--- src/rtl/core/rnpm_pkg.sv ---
// Shared types, codes and widths for the radius nearest point match block.
// No dependencies; every other file in rtl/core uses it by scoped names.
package rnpm_pkg;

	localparam int TABLE_DEPTH_DEF = 256;

	localparam int COORD_W  = 30;
	localparam int ELEV_W   = 32;
	localparam int RADIUS_W = 24;
	localparam int R2_W     = 2 * RADIUS_W;
	localparam int MAG_W    = COORD_W + 1;
	localparam int SQ_W     = 2 * MAG_W;
	localparam int D2_W     = SQ_W + 1;
	localparam int DIST_LAT = 3;

	localparam logic [RADIUS_W-1:0] RADIUS_RESET = RADIUS_W'(3000);

	typedef enum logic [1:0] {
		KIND_LOAD  = 2'd0,
		KIND_QUERY = 2'd1,
		KIND_CLEAR = 2'd2,
		KIND_SPARE = 2'd3
	} kind_t;

	typedef struct packed {
		logic [COORD_W-1:0] x;
		logic [COORD_W-1:0] y;
		logic [ELEV_W-1:0]  elev;
		logic               ok;
	} label_t;

	typedef struct packed {
		logic   live;
		label_t lab;
	} head_t;

	typedef struct packed {
		logic              found;
		logic              ok;
		logic [ELEV_W-1:0] elev;
	} best_t;

endpackage

--- src/rtl/core/rnpm_cell.sv ---
// One cell of the label ring: holds one stored label, loads it on a write
// or takes its neighbor's label on a shift. Depends on rnpm_pkg.
module rnpm_cell (
	input  logic              clk,
	input  logic              wr_en,
	input  logic              shift_en,
	input  rnpm_pkg::label_t  wr_lab,
	input  rnpm_pkg::label_t  nxt_lab,
	output rnpm_pkg::label_t  cur_lab
);

	rnpm_pkg::label_t lab_q;

	always_ff @(posedge clk) begin
		if (wr_en) begin
			lab_q <= wr_lab;
		end else if (shift_en) begin
			lab_q <= nxt_lab;
		end
	end

	assign cur_lab = lab_q;

endmodule

--- config.mk ---
export PLATFORM = sky130hd
export DESIGN_NAME = rnpm_cell
export DESIGN_NICKNAME = d
export VERILOG_FILES = /design/src/rtl/core/rnpm_pkg.sv /design/src/rtl/core/rnpm_cell.sv
export SDC_FILE = /design/constraint.sdc
export NUM_CORES = 1
export LEC_CHECK = 0
export BUFFER_PORTS_ARGS = -buffer_cell sky130_fd_sc_hd__clkbuf_2
export CAP_MARGIN = 20
export CORE_AREA = 2 2 109 111
export CTS_BUF_LIST = sky130_fd_sc_hd__clkbuf_2 sky130_fd_sc_hd__clkbuf_4 sky130_fd_sc_hd__clkbuf_8
export CTS_CLUSTER_DIAMETER = 120
export DETAILED_ROUTE_END_ITERATION = 12
export DIE_AREA = 0 0 111 113
export HOLD_SLACK_MARGIN = 0.05
export PLACE_DENSITY = 0.69
export SYNTH_ARGS = -nofsm -noshare
export SYNTH_HDL_FRONTEND = slang
export SYNTH_SLANG_ARGS = --single-unit
--- constraint.sdc ---
create_clock -name clk -period 6 [get_ports clk]
set_clock_uncertainty 0.15 [all_clocks]
set_input_delay 0.3 -clock clk [delete_from_list [all_inputs] [get_ports clk]]
set_output_delay 0.3 -clock clk [all_outputs]
set_load 0.05 [all_outputs]
### After elaboration in Yosys (flattened, before gate mapping)

Index checks and enable logic that the tools add are counted.

* mux-type cells: 2
* reduce and logical (&&, ||, !) cells: 1

Operators with widths (count)
* two-way mux 93 bit: 2
* nonzero test 2 bit: 1

* flip-flop bits (word level): 93
* input bits: 189
* logic and storage cells: 7

### Logic depth before layout (Yosys ltp)

Gate-level depths: netlist (run 1).

* depth in word-level cells: 2
* gate-level depth with buffers: 3

### Worst setup path before layout (run 1)

Ideal clock, no wire load.

* kind: in2reg
* from: input wr_en
* to: register lab_q, in the netlist cur_lab[0] (enable)
* data arrival time: 1.798 ns
* data required time: 5.438 ns
* slack: 3.640 ns
* cell stages on the path: 3
* path buffers: 2
* cell sequence: buf_4 buf_6 or2_2

* longest elaborated chain between the ends: 1

Ends and longest elaborated chain
* start: declaration: RTL line rnpm_cell.sv:5 `input logic wr_en,`
* nonzero test 2 bit (no line)
* end signal: assignment: RTL line rnpm_cell.sv:16 `lab_q <= wr_lab;`
* end signal: assignment: RTL line rnpm_cell.sv:18 `lab_q <= nxt_lab;`
* end: declaration: RTL line rnpm_cell.sv:12 `rnpm_pkg::label_t lab_q;`

Every way passes these cells.
A chain may end at the register's enable or synchronous reset.

### Worst setup path in the final report (run 1)

* from: input wr_en
* to: register lab_q, in the netlist cur_lab[44] (enable)

The elaborated chain is that of the path after synthesis.

==> out/metrics.cfg, run 1 <==
[routing]
vias=2840
ant_nets=0
routedWlPerCell_um=15.5
viasPerCell=4.53
first_pass_iters=4
postRouteWirelength_mm=9.71
drc=0
drt-initial-drc-count=42

[clock_tree]
root_buffer=clkbuf_8
clkTransAtPathRegs_ns=0.09
postCtsSetupBuffers=0
postCtsHoldBufs=0
htreeDepth=3
cts_buffer_depth=2
clock_sinks=93
numCtsBuffers=9
cts-resized-gates=0
cts_tree=built

[global_routing]
grt_use_total_pct=15.2
antenna_found_initial=0
overflow=0
grt_pass1_wl_mm=14.9
grt_max_degree=54
grt_pass1_vias=3039

[setup_path]
cp_top_family=buffers and inverters
crit_start=wr_en
critical_path_class=input port to flip-flop
cp_cell_sequence=buf_4, or2_4, buf_4
path_common_cell=buf_4
critPathMaxStageDelay_ns=0.62
cp.required_ns=5.83
worst_path_max_delay_cell=buf_4
crit_path_end=cur_lab[44]
end_kind=flip-flop
crit_buf_inv=2
crit_fanout=49
start_kind=input port
critPathArrivalTime_ns=2.05
path_depth=3

[sta]
setup_viol=0
timing.fmax_ghz=0.451
tightest_slew_ns=0.670
maxSlewViolCount=0
rsz0062_at_grt=no
period_share_pct=37.0
tns_ns=0
period_needed_ns=2.22
slew_headroom_pct=55.3
hold_viol=0

[synthesis]
synth_top_area_share_pct=70.9
synth-seq-cells=93
synth_edf_count=93
synth_common_cells=93 x edfxtp_1, 93 x mux2_2, 6 x buf_6
ys_types=6
synth.largest_area_cell=edfxtp_1
syn_inst=197
syn_nets=386
ys_warn_count=0
synth.top_cells.by_area=edfxtp_1 71%, mux2_2 27%, buf_6 1.7%
syn_area_um2=3940
seq_area_frac_synth_pct=70.9
synth_flop_cell=edfxtp_1
synthArstFlopShare_pct=0
syn_avg_cell_area_um2=20.0

[final_layout]
layout.nets=670
drive_above_1_share_pct=80.6
multiInputGateArea_um2=1060
antenna_cells=0
regArea_um2=2790
area_growth_pct=43.0
largest_reg_flops=93
fin_area_um2=5630
fillers=1006
final_util_pct=49.9

[die]
row_count=39
die_w_um=111
die_area_um2=12500
num_io_pins=282
initial_utilization_pct=34.9
die_h_um=113
coreArea_um2=11300

[outcome]
status=finished clean

[placement]
place_area_um2=5450
io_buffers=281
globalplace.congestion=0.773
hpwl_mm=7.65

[job]
maxCapViolCount=0

[power]
ir_drop_mv=0.137
power_leakage_uw=0.00259
pwr_density_cell_nw_per_um2=298

[hold_path]
hp-class=input port to flip-flop

[cells in the final DEF (no fill, tap or decap)]
master	netlist	final
or2_4	0	1
mux2_2	93	93
edfxtp_1	93	93
buf_4	1	3
clkbuf_8	0	9
clkinv_1	0	1
clkinv_2	0	1
bufinv_16	0	1
clkbuf_2	0	280
clkbuf_4	0	2
[per-layer routing]
layer / GRT usage [%] / part of all wire [%] / routed length, um
met1: 16.8 / 38 / 3660
met2: 27.3 / 52 / 5030
met3: 5.03 / 8.7 / 846
met4: 5.75 / 1.8 / 175
met5: 0 / 0 / 0
[through the flow]
stage / instances / power, uW / hold WS (ns) / setup WS [ns]
after CTS: 627 / 1700 / 0.0735 / 3.75
after floorplan: 197 / 1160 / 0.370 / 3.64
after detailed placement: 613 / 1300 / 0.454 / 3.37
after global placement: 613 / 1290 / 0.452 / 3.46
after global routing: 627 / 1740 / 0.0753 / 3.66
final: 627 / 1680 / 0.0968 / 3.78
[where the power goes]
| part | internal, uW | switching [uW] | leakage (uW) | total, uW |
|---|---|---|---|---|
| Sequential | 797 | 20.6 | 0.000948 | 818 |
| Clock | 196 | 200 | 0.0000935 | 396 |
| Combinational | 132 | 330 | 0.00154 | 462 |
| Total | 1120 | 551 | 0.00259 | 1680 |
[cells by family after synthesis]
family / after synthesis / share of synthesized area (%)
flip-flops: 93 / 70.9
multiplexers: 93 / 26.6
buffers and inverters: 10 / 2.29
AND/OR/NAND/NOR: 1 / 0.159
[worst min-delay path by stage]
stage,startpoint,to,cells past startpoint
6_report,nxt_lab[75],cur_lab[75],2
5_1_grt,wr_lab[14],cur_lab[14],2
4_1_cts,wr_lab[14],cur_lab[14],2
3_5_place_dp,wr_lab[36],cur_lab[36],2
3_3_place_gp,wr_lab[6],cur_lab[6],2
2_1_floorplan,nxt_lab[31],cur_lab[31],1
[layout make-up]
class                           count  area share [%]
Sequential cell                    93            49.6
Timing Repair Buffer              283            25.3
Clock buffer                       11            2.47
Tap cell                          143            3.18
Multi-Input combinational cell     94            18.8
Clock inverter                      3           0.689
Power figures use the tool's default switching activity.
==> run 2, diff against run 1 <==
Settings changed: CORE_AREA 2 2 109 111 to 2 2 108 110, DIE_AREA 0 0 111 113 to 0 0 110 112, PLACE_DENSITY 0.69 to 0.73.
Clock period 6 ns to 1.85 ns, I/O delays scaled along.
==> run 2 against run 1 <==
  * The run now fails in 4_1_cts
  * Synthesized cell count stayed put
  * Area after synthesis unchanged
==> out/metrics.cfg, run 2 <==
[outcome]
status=stopped before the end
lastStage=4_1_cts
error=[ERROR RSZ-0060] Max buffer count reached.

[placement]
place_area_um2=5520  ; +1.3%
hpwl_mm=7.81  ; +2.1%
io_buffers=281  ; unchanged
globalplace.congestion=0.785  ; +1.6%

[synthesis]
synthArstFlopShare_pct=0  ; unchanged
synth-seq-cells=93  ; unchanged
syn_inst=197  ; unchanged
synth_top_area_share_pct=70.9  ; unchanged
syn_nets=386  ; unchanged
synth.largest_area_cell=edfxtp_1
synth.top_cells.by_area=edfxtp_1 71%, mux2_2 27%, buf_6 1.7%
synth_edf_count=93  ; unchanged
synth_common_cells=93 x edfxtp_1, 93 x mux2_2, 6 x buf_6
ys_warn_count=0  ; unchanged
syn_avg_cell_area_um2=20.0  ; unchanged
synth_flop_cell=edfxtp_1
ys_types=6  ; unchanged
seq_area_frac_synth_pct=70.9  ; unchanged
syn_area_um2=3940  ; unchanged

[clock_tree]
clock_sinks=93  ; unchanged
htreeDepth=3  ; unchanged
root_buffer=clkbuf_8
numCtsBuffers=9  ; unchanged
cts_buffer_depth=2  ; unchanged
cts-resized-gates=0  ; unchanged
postCtsSetupBuffers=0  ; unchanged
postCtsHoldBufs=128  ; +128

[die]
row_count=39  ; unchanged
die_h_um=112  ; -0.88%
num_io_pins=282  ; unchanged
die_w_um=110  ; -0.90%
initial_utilization_pct=35.2  ; +0.30 points

[run 2: kinds of logic after synthesis]
group | share of synthesized area (%)
buffers and inverters | 2.29
DFF | 70.9
muxes | 26.6
and+or+nand+nor | 0.159
[run 2: metrics by stage]
| stage | setup WS (ns) | hold slack [ns] | instances |
|---|---|---|---|
| after detailed placement | 0.388 | 0.248 | 616 |
| after global placement | 0.423 | 0.243 | 616 |
| after floorplan | 0.159 | 0.162 | 197 |
==> run 3, diff against run 2 <==
Settings changed: CORE_AREA 2 2 108 110 to not set, CORE_MARGIN set to 1.5, CORE_UTILIZATION set to 25, CTS_BUF_LIST sky130_fd_sc_hd__clkbuf_2 sky130_fd_sc_hd__clkbuf_4 sky130_fd_sc_hd__clkbuf_8 to not set, CTS_CLUSTER_DIAMETER 120 to not set, DIE_AREA 0 0 110 112 to not set, HOLD_SLACK_MARGIN 0.05 to not set, PLACE_DENSITY 0.73 to not set, PLACE_DENSITY_LB_ADDON set to 0.15.
Clock period 1.85 ns to 2.4 ns, I/O delays scaled along.
==> run 3 against run 2 <==
  * The flow again stops in 4_1_cts
  * Synthesized cell count did not move
  * Area after synthesis unchanged
==> out/metrics.cfg, run 3 <==
[die]
row_count=45  ; +15%
num_io_pins=282  ; unchanged
die_h_um=128  ; +15%
initial_utilization_pct=25.7  ; -9.5 points
die_w_um=128  ; +17%

[clock_tree]
htreeDepth=3  ; unchanged
postCtsHoldBufs=142  ; +11%
cts_buffer_depth=2  ; unchanged
root_buffer=clkbuf_16
numCtsBuffers=9  ; unchanged
postCtsSetupBuffers=0  ; unchanged
cts-resized-gates=0  ; unchanged
clock_sinks=93  ; unchanged

[synthesis]
syn_area_um2=3940  ; unchanged
synth.top_cells.by_area=edfxtp_1 71%, mux2_2 27%, buf_6 1.7%
syn_inst=197  ; unchanged
syn_avg_cell_area_um2=20.0  ; unchanged
synth.largest_area_cell=edfxtp_1
synth_edf_count=93  ; unchanged
synthArstFlopShare_pct=0  ; unchanged
seq_area_frac_synth_pct=70.9  ; unchanged
ys_types=6  ; unchanged
synth-seq-cells=93  ; unchanged
ys_warn_count=0  ; unchanged
synth_common_cells=93 x edfxtp_1, 93 x mux2_2, 6 x buf_6
synth_top_area_share_pct=70.9  ; unchanged
synth_flop_cell=edfxtp_1
syn_nets=386  ; unchanged

[outcome]
error=[ERROR RSZ-0060] Max buffer count reached.
status=stopped before the end
lastStage=4_1_cts

[placement]
globalplace.congestion=0.672  ; -14%
place_area_um2=5590  ; +1.2%
hpwl_mm=7.37  ; -5.7%
io_buffers=281  ; unchanged

run 3: logic make-up after synthesis:
group                  after synthesis  share of synthesized area [%]
flip-flops                          93                           70.9
AND/OR/NAND/NOR                      1                          0.159
multiplexers                        93                           26.6
buffers and inverters               10                           2.29
run 3: metrics by stage:
stage / hold WS (ns) / setup slack (ns) / instances
3_5_place_dp: 0.275 / 0.792 / 683
2_1_floorplan: 0.190 / 0.220 / 197
3_3_place_gp: 0.271 / 0.833 / 683
