==> config.mk <==
export PLATFORM = sky130hd
export DESIGN_NAME = rnpm_dist
export DESIGN_NICKNAME = d
export VERILOG_FILES = /design/src/rtl/core/rnpm_pkg.sv /design/src/rtl/core/rnpm_dist.sv
export SDC_FILE = /design/constraint.sdc
export NUM_CORES = 2
export LEC_CHECK = 0
export ABC_AREA = 1
export CORE_ASPECT_RATIO = 1.75
export CORE_MARGIN = 4
export CORE_UTILIZATION = 26
export DETAILED_ROUTE_END_ITERATION = 10
export DONT_BUFFER_PORTS = 1
export PLACE_DENSITY = 0.44
export RECOVER_POWER = 100
export SLEW_MARGIN = 5
export SYNTH_ARGS = -nofsm -noshare
export SYNTH_HDL_FRONTEND = slang
export SYNTH_SLANG_ARGS = --single-unit
export TNS_END_PERCENT = 100
==> constraint.sdc <==
create_clock -name clk -period 9.38 [get_ports clk]
set_input_delay 2.345 -clock clk [delete_from_list [all_inputs] [get_ports clk]]
set_output_delay 2.345 -clock clk [all_outputs]
set_load 0.005 [all_outputs]
==> src/rtl/core/rnpm_pkg.sv <==
// Shared types, codes and widths for the radius nearest point match block.
// No dependencies; every other file in rtl/core uses it by scoped names.
package rnpm_pkg;

	localparam int TABLE_DEPTH_DEF = 256;

	localparam int COORD_W  = 30;
	localparam int ELEV_W   = 32;
	localparam int RADIUS_W = 24;
	localparam int R2_W     = 2 * RADIUS_W;
	localparam int MAG_W    = COORD_W + 1;
	localparam int SQ_W     = 2 * MAG_W;
	localparam int D2_W     = SQ_W + 1;
	localparam int DIST_LAT = 3;

	localparam logic [RADIUS_W-1:0] RADIUS_RESET = RADIUS_W'(3000);

	typedef enum logic [1:0] {
		KIND_LOAD  = 2'd0,
		KIND_QUERY = 2'd1,
		KIND_CLEAR = 2'd2,
		KIND_SPARE = 2'd3
	} kind_t;

	typedef struct packed {
		logic [COORD_W-1:0] x;
		logic [COORD_W-1:0] y;
		logic [ELEV_W-1:0]  elev;
		logic               ok;
	} label_t;

	typedef struct packed {
		logic   live;
		label_t lab;
	} head_t;

	typedef struct packed {
		logic              found;
		logic              ok;
		logic [ELEV_W-1:0] elev;
	} best_t;

endpackage

==> src/rtl/core/rnpm_dist.sv <==
// Pipelined distance unit at the head of the ring: squared distance of the
// head label to the query, radius test and running nearest. Depends on rnpm_pkg.
module rnpm_dist (
	input  logic                                clk,
	input  logic                                arst_n,
	input  logic                                clr,
	input  rnpm_pkg::head_t                     head,
	input  logic [rnpm_pkg::COORD_W-1:0]        qx,
	input  logic [rnpm_pkg::COORD_W-1:0]        qy,
	input  logic [rnpm_pkg::R2_W-1:0]           r2,
	output rnpm_pkg::best_t                     best
);

	localparam int MAG_W = rnpm_pkg::MAG_W;
	localparam int SQ_W  = rnpm_pkg::SQ_W;
	localparam int D2_W  = rnpm_pkg::D2_W;
	localparam int EW    = rnpm_pkg::ELEV_W;

	logic [MAG_W-1:0] diff_x, diff_y, mag_x, mag_y;

	logic              v_s1, v_s2, v_s3;
	logic [MAG_W-1:0]  dx_s1, dy_s1;
	logic [SQ_W-1:0]   dx2_s2, dy2_s2;
	logic [D2_W-1:0]   d2_s3;
	logic [EW-1:0]     elev_s1, elev_s2, elev_s3;
	logic              ok_s1, ok_s2, ok_s3;

	logic              found_q, best_ok_q;
	logic [D2_W-1:0]   best_d2_q;
	logic [EW-1:0]     best_elev_q;
	logic              take;

	always_comb begin
		diff_x = {qx[rnpm_pkg::COORD_W-1], qx} -
			{head.lab.x[rnpm_pkg::COORD_W-1], head.lab.x};
		diff_y = {qy[rnpm_pkg::COORD_W-1], qy} -
			{head.lab.y[rnpm_pkg::COORD_W-1], head.lab.y};
		mag_x  = diff_x[MAG_W-1] ? (~diff_x + MAG_W'(1)) : diff_x;
		mag_y  = diff_y[MAG_W-1] ? (~diff_y + MAG_W'(1)) : diff_y;
	end

	always_ff @(posedge clk or negedge arst_n) begin
		if (!arst_n) begin
			v_s1 <= 1'b0;
			v_s2 <= 1'b0;
			v_s3 <= 1'b0;
		end else begin
			v_s1 <= head.live;
			v_s2 <= v_s1;
			v_s3 <= v_s2;
		end
	end

	always_ff @(posedge clk) begin
		dx_s1   <= mag_x;
		dy_s1   <= mag_y;
		elev_s1 <= head.lab.elev;
		ok_s1   <= head.lab.ok;

		dx2_s2  <= SQ_W'(dx_s1) * SQ_W'(dx_s1);
		dy2_s2  <= SQ_W'(dy_s1) * SQ_W'(dy_s1);
		elev_s2 <= elev_s1;
		ok_s2   <= ok_s1;

		d2_s3   <= D2_W'(dx2_s2) + D2_W'(dy2_s2);
		elev_s3 <= elev_s2;
		ok_s3   <= ok_s2;
	end

	// strict less-than keeps the earliest label on a tie
	assign take = v_s3 && (d2_s3 <= D2_W'(r2)) && (!found_q || (d2_s3 < best_d2_q));

	always_ff @(posedge clk or negedge arst_n) begin
		if (!arst_n) begin
			found_q <= 1'b0;
		end else if (clr) begin
			found_q <= 1'b0;
		end else if (take) begin
			found_q <= 1'b1;
		end
	end

	always_ff @(posedge clk) begin
		if (take) begin
			best_d2_q   <= d2_s3;
			best_elev_q <= elev_s3;
			best_ok_q   <= ok_s3;
		end
	end

	assign best.found = found_q;
	assign best.ok    = best_ok_q;
	assign best.elev  = best_elev_q;

endmodule

Yosys cells after proc, flatten, opt, wreduce, memory -nomap -nowiden
Cells that the tools add are included.
{"block": "op_classes", "add_sub_neg": 5, "mul": 2, "order_cmp": 2, "muxes": 4, "n_bitwise": 2, "n_reduce_logical": 5}
{"cell": "$mul 31x31->62", "n": 2}
{"cell": "$add 62x62->63", "n": 1}
{"cell": "$le 63x48->1", "n": 1}
{"cell": "$lt 63x63->1", "n": 1}
{"cell": "$add 31x1->31 const B", "n": 2}
{"cell": "$not 31->31", "n": 2}
{"cell": "$sub 30x30->31", "n": 2}
{"cell": "$mux 30", "n": 2}
{"cell": "$logic_and 1x1->1", "n": 2}
{"cell": "$mux 1", "n": 2}
{"cell": "$reduce_bool 2->1", "n": 1}
{"cell": "$logic_not 1->1", "n": 1}
{"cell": "$logic_or 1x1->1", "n": 1}
{"block": "totals", "regBits": 448, "out_inout_bits": 34, "elab_cells": 40}

Longest topological paths before layout
{"block": "depth", "depth_word": 5, "depth_mapped": 34, "ltp_nobuf": 33}

Least setup slack after synthesis
No wires, ideal clock.
{"block": "synth_path", "kind": "in2reg", "start": "in r2[32] (netlist name)", "end": "reg best_d2_q[0] (enable)", "setup_time_ns": 0.582, "arrival_time_ns": 8.104, "t_required_ns": 8.798, "path_slack_ns": 0.694, "stages": 13, "path_buffers": 0, "cell_sequence": "inv_1 ha_1 nand2_1 inv_1 o21ai_0 a21boi_0 o21ai_0 a21oi_1 nor3_1 nand2_1 nand2_1 nand2_1 a21oi_1"}
{"block": "synth_between", "elab_chain_len": 3}
{"element": "from (decl)", "line": "rnpm_dist.sv:10", "source": "input logic [rnpm_pkg::R2_W-1:0] r2,"}
{"element": "$le 63x48->1", "line": "rnpm_dist.sv:71", "source": "assign take = v_s3 && (d2_s3 <= D2_W'(r2)) && (!found_q || (d2_s3 < best_d2_q));"}
{"element": "$logic_and 1x1->1 (2 in a row)", "line": "rnpm_dist.sv:71"}
{"element": "via take", "line": "rnpm_dist.sv:31", "source": "logic take;"}
{"element": "to (signal assigned)", "line": "rnpm_dist.sv:85", "source": "best_d2_q <= d2_s3;"}
{"element": "to (decl)", "line": "rnpm_dist.sv:29", "source": "logic [D2_W-1:0] best_d2_q;"}
The timed path passes the listed nets, and every way through them passes these cells.
A chain may end at the register's enable or synchronous reset.

Final worst setup path
{"block": "layout_path", "start": "reg dx_s1[14]", "end": "reg dx2_s2[57]"}
{"block": "layout_between", "elab_chain_len": 1}
{"element": "from (decl)", "line": "rnpm_dist.sv:22", "source": "logic [MAG_W-1:0] dx_s1, dy_s1;"}
{"element": "from (signal assigned)", "line": "rnpm_dist.sv:55", "source": "dx_s1 <= mag_x;"}
{"element": "$mul 31x31->62", "line": "rnpm_dist.sv:60", "source": "dx2_s2 <= SQ_W'(dx_s1) * SQ_W'(dx_s1);"}
{"element": "to (signal assigned)", "line": "rnpm_dist.sv:60"}
{"element": "to (decl)", "line": "rnpm_dist.sv:23", "source": "logic [SQ_W-1:0] dx2_s2, dy2_s2;"}
No other way between the ends.

==> Flow_metrics.wiki <==
{| class="wikitable"
! Metric !! Value
|-
| Cells after synthesis || 9533
|-
| Count of flip-flops with a built-in enable after synthesis || 96
|-
| Starting Density || 0.261
|-
| Max frequency || 120 MHz
|-
| CORE AREA || 302000 um2
|-
| Maximum fanout count along the critical path || 17
|-
| Yosys warnings || 0
|-
| Sort of element at the start of the critical path || flop
|-
| Setup slack of the critical path after layout || 1.01 ns
|-
| Final weighted congestion of routability-driven global placement || 0.921
|-
| Bufs and invs on worst path || 6
|-
| Clock insertion delay at the later pin of the skew report || 0.71 ns
|-
| Outcome || finished with violations
|-
| MaxCap Viol Count || 2
|-
| Min-Delay Path Class || flop to flop
|-
| Remaining Overflow, GRT || 0
|-
| Grt peak-use layer || met2
|-
| Width of the chip || 424 um
|-
| Post-route fraction of the period consumed by the critical path || 0.892
|-
| Final Setup Violations || 0
|-
| Post-detailed-route via-to-cell ratio || 4.34
|-
| Setup total negative slack || 0 ns
|-
| Unrepaired setup endpoints after global routing || false
|-
| #FFs+latches synth || 446
|-
| Worst-case setup slack after placement || 1.39 ns
|-
| Count of placed standard cells including taps || 13472
|-
| Ys flop type || sky130_fd_sc_hd__dfxtp_1
|-
| Wire length of the first global-routing pass || 388000 um
|-
| Standard-cell row count || 267
|-
| Summed instance area of the synthesized netlist || 78900 um2
|-
| Clock tree from TritonCTS || done
|-
| DR iter-0 viols || 2597
|-
| Failing checks || max-capacitance violations, max-slew violations
|-
| Maximum number of pins on one net before global-route repair || 82
|-
| HPWL after detailed placement || 217000 um
|-
| GR met1 Demand/Resource || 0.161
|-
| Antenna violations before repair || 4
|-
| Vias in the first global route || 67463
|-
| Number of CTS-inserted buffers || 50
|-
| Net count reported at finish || 11963
|-
| Via Count || 58937
|-
| Worst setup path class || flop to flop
|-
| Largest stage delay on the critical path || 1.04 ns
|-
| Post-synthesis net count || 12007
|-
| Routed wire length || 251000 um
|-
| TritonCTS Sinks || 446
|-
| Fraction of final layout cells with drive strength greater than 1 || 0.0294
|-
| Die Ht || 737 um
|-
| Clock Tree Root || sky130_fd_sc_hd__clkbuf_16
|-
| Cells resized by post-CTS repair || 0
|-
| Synthesized area per cell || 8.27 um2
|-
| Number of failing hold endpoints at the final stage || 0
|-
| Global routing usage on met2 || 0.335
|-
| Clock-pin slew reported for the worst setup and hold paths after clock tree synthesis || 0.07 ns
|-
| DRC violation count after routing || 0
|-
| Number of setup buffers added after CTS || 0
|-
| Required time of the worst setup path || 9.91 ns
|-
| Met3 Use GR || 0.0120
|-
| Slew Limit Fails || 99
|-
| Routed wire length per instance || 18.5 um
|-
| H-tree depth || 2
|-
| Fraction of the yosys area taken by sequential cells || 0.126
|-
| Highest-delay cell along the critical path || sky130_fd_sc_hd__dfxtp_1
|-
| Die Area || 313000 um2
|-
| Area growth from synthesis to layout || 8.46%
|-
| Kind of capture point of the worst setup path || flop
|-
| Tightest Pin Transition || 2.34 ns
|-
| Maximum buffer depth of the clock tree || 3
|-
| Final setup skew || 0.0570 ns
|-
| I/O pin count || 239
|-
| Drt pass-1 iters || 5
|-
| Number of distinct library cells after synthesis || 58
|-
| Arrival time at the worst endpoint || 8.90 ns
|-
| Top library cells by usage in the layout, fill and taps aside || sky130_fd_sc_hd__inv_1, sky130_fd_sc_hd__nand2_1, sky130_fd_sc_hd__fa_1
|-
| Final Non-Filler Cells || 13567
|-
| Antenna violation net count after detailed routing || 0
|-
| Fin crit period || 8.37 ns
|-
| Family with the most delay on the worst path || adder cells
|-
| Most common cell after layout, fill and taps aside || sky130_fd_sc_hd__inv_1
|-
| Worst relative slew slack || -0.562
|-
| Reg-to-reg setup timing slack || 1.01 ns
|-
| Port Buffers || 0
|-
| CP dominant cell by count || sky130_fd_sc_hd__fa_1
|-
| Hold buffer count at cts || 0
|-
| Global routing usage summed across all routing layers || 0.162
|-
| Share of flip-flops with an asynchronous set or reset after synthesis || 0.00897
|}
## flip-flops by register name (all words and copies together), names as in the netlist, 31 cells and up
signal and flops:
best_d2_q 63, best_elev_q 32, d2_s3 63, dx2_s2 61, dx_s1 31, dy2_s2 61, dy_s1 31, elev_s1 32
elev_s2 32, elev_s3 32
## logic make-up (layout without fill, tap and decap cells)
family / Yosys count / in the layout / share of synthesized area
AO/OA/AOI/OAI: 716 / 716 / 0.0521
other: 0 / 1 / 0
XOR/XNOR: 258 / 258 / 0.0288
flip-flops: 446 / 446 / 0.126
AND/OR/NAND/NOR: 2831 / 2831 / 0.147
buffers and inverters: 3013 / 3011 / 0.144
adder cells (fa/ha/maj): 2269 / 2269 / 0.502
## per-layer routing
metal / part of all wire / vias up
li1: - / 27798
met1: 0.35 / 29564
met2: 0.58 / 1118
met3: 0.024 / 457
met4: 0.054 / 0
met5: 0 / -
## final cells by class
class	instances	area (um2)
fillers	32844	216000
multi-input cells	6074	57500
inverters	2816	10600
flip-flops and latches	446	9910
well taps	4035	5050
clock buffers	60	1370
repair buffers	101	758
clock inverters	34	380
diodes	1	2.50
## synthesized netlist by cell type, types with 3 or more instances
cell / count / area, um2
sky130_fd_sc_hd__o221ai_1: 3 / 26.3
sky130_fd_sc_hd__nor2_4: 6 / 67.6
sky130_fd_sc_hd__a21oi_1: 339 / 1700
sky130_fd_sc_hd__inv_2: 4 / 15.0
sky130_fd_sc_hd__dfxtp_1: 346 / 6930
sky130_fd_sc_hd__o211ai_1: 13 / 97.6
sky130_fd_sc_hd__o21a_1: 11 / 82.6
sky130_fd_sc_hd__buf_1: 18 / 67.6
sky130_fd_sc_hd__nand3_1: 183 / 916
sky130_fd_sc_hd__a31oi_1: 44 / 275
sky130_fd_sc_hd__nand2_4: 6 / 67.6
sky130_fd_sc_hd__inv_1: 2810 / 10500
sky130_fd_sc_hd__xor2_1: 176 / 1540
sky130_fd_sc_hd__or2_2: 10 / 62.6
sky130_fd_sc_hd__and2_1: 6 / 37.5
sky130_fd_sc_hd__nor2_2: 18 / 113
sky130_fd_sc_hd__nand4_1: 35 / 219
sky130_fd_sc_hd__a21boi_0: 10 / 75.1
sky130_fd_sc_hd__a31o_2: 5 / 43.8
sky130_fd_sc_hd__nand3b_1: 28 / 210
sky130_fd_sc_hd__edfxtp_1: 96 / 2880
sky130_fd_sc_hd__a221oi_1: 10 / 87.6
sky130_fd_sc_hd__a21o_1: 45 / 338
sky130_fd_sc_hd__a211oi_1: 3 / 22.5
sky130_fd_sc_hd__nand2_1: 1953 / 7330
sky130_fd_sc_hd__and3_1: 7 / 43.8
sky130_fd_sc_hd__nor3_1: 57 / 285
sky130_fd_sc_hd__o21ai_0: 168 / 841
sky130_fd_sc_hd__nand3_2: 11 / 110
sky130_fd_sc_hd__nor4_1: 16 / 100
sky130_fd_sc_hd__nor2_1: 437 / 1640
sky130_fd_sc_hd__nand2_2: 50 / 313
sky130_fd_sc_hd__clkbuf_1: 173 / 649
sky130_fd_sc_hd__ha_1: 771 / 9650
sky130_fd_sc_hd__o2111ai_1: 12 / 105
sky130_fd_sc_hd__buf_6: 4 / 45.0
sky130_fd_sc_hd__o21bai_1: 39 / 293
sky130_fd_sc_hd__xnor2_1: 80 / 701
sky130_fd_sc_hd__dfrtp_1: 4 / 100
sky130_fd_sc_hd__fa_1: 1498 / 30000
## stage by stage
| stage | cell area [um2] | utilization | hold slack [ns] |
|---|---|---|---|
| 2_1_floorplan | 78900 | - | 0.310 |
| 3_3_place_gp | 84000 | 0.278 | 0.309 |
| 3_5_place_dp | 84000 | 0.278 | 0.312 |
| 4_1_cts | 85700 | 0.284 | 0.292 |
| 5_1_grt | 85600 | 0.283 | 0.308 |
| 6_report | 85600 | 0.283 | 0.311 |
## worst paths after layout
check                             from          end  depth (start not counted)
max in group asynchronous       arst_n      found_q                          0
hold / removal             elev_s1[12]  elev_s2[12]                          0
min in group asynchronous       arst_n         v_s1                          0
hold reg to reg            elev_s1[12]  elev_s2[12]                          0
setup reg to reg             dx_s1[14]   dx2_s2[57]                         25
setup / recovery             dx_s1[14]   dx2_s2[57]                         25
Power is not shown: default switching activity piles up to over one toggle a cycle in this logic, so the estimate is an artifact.
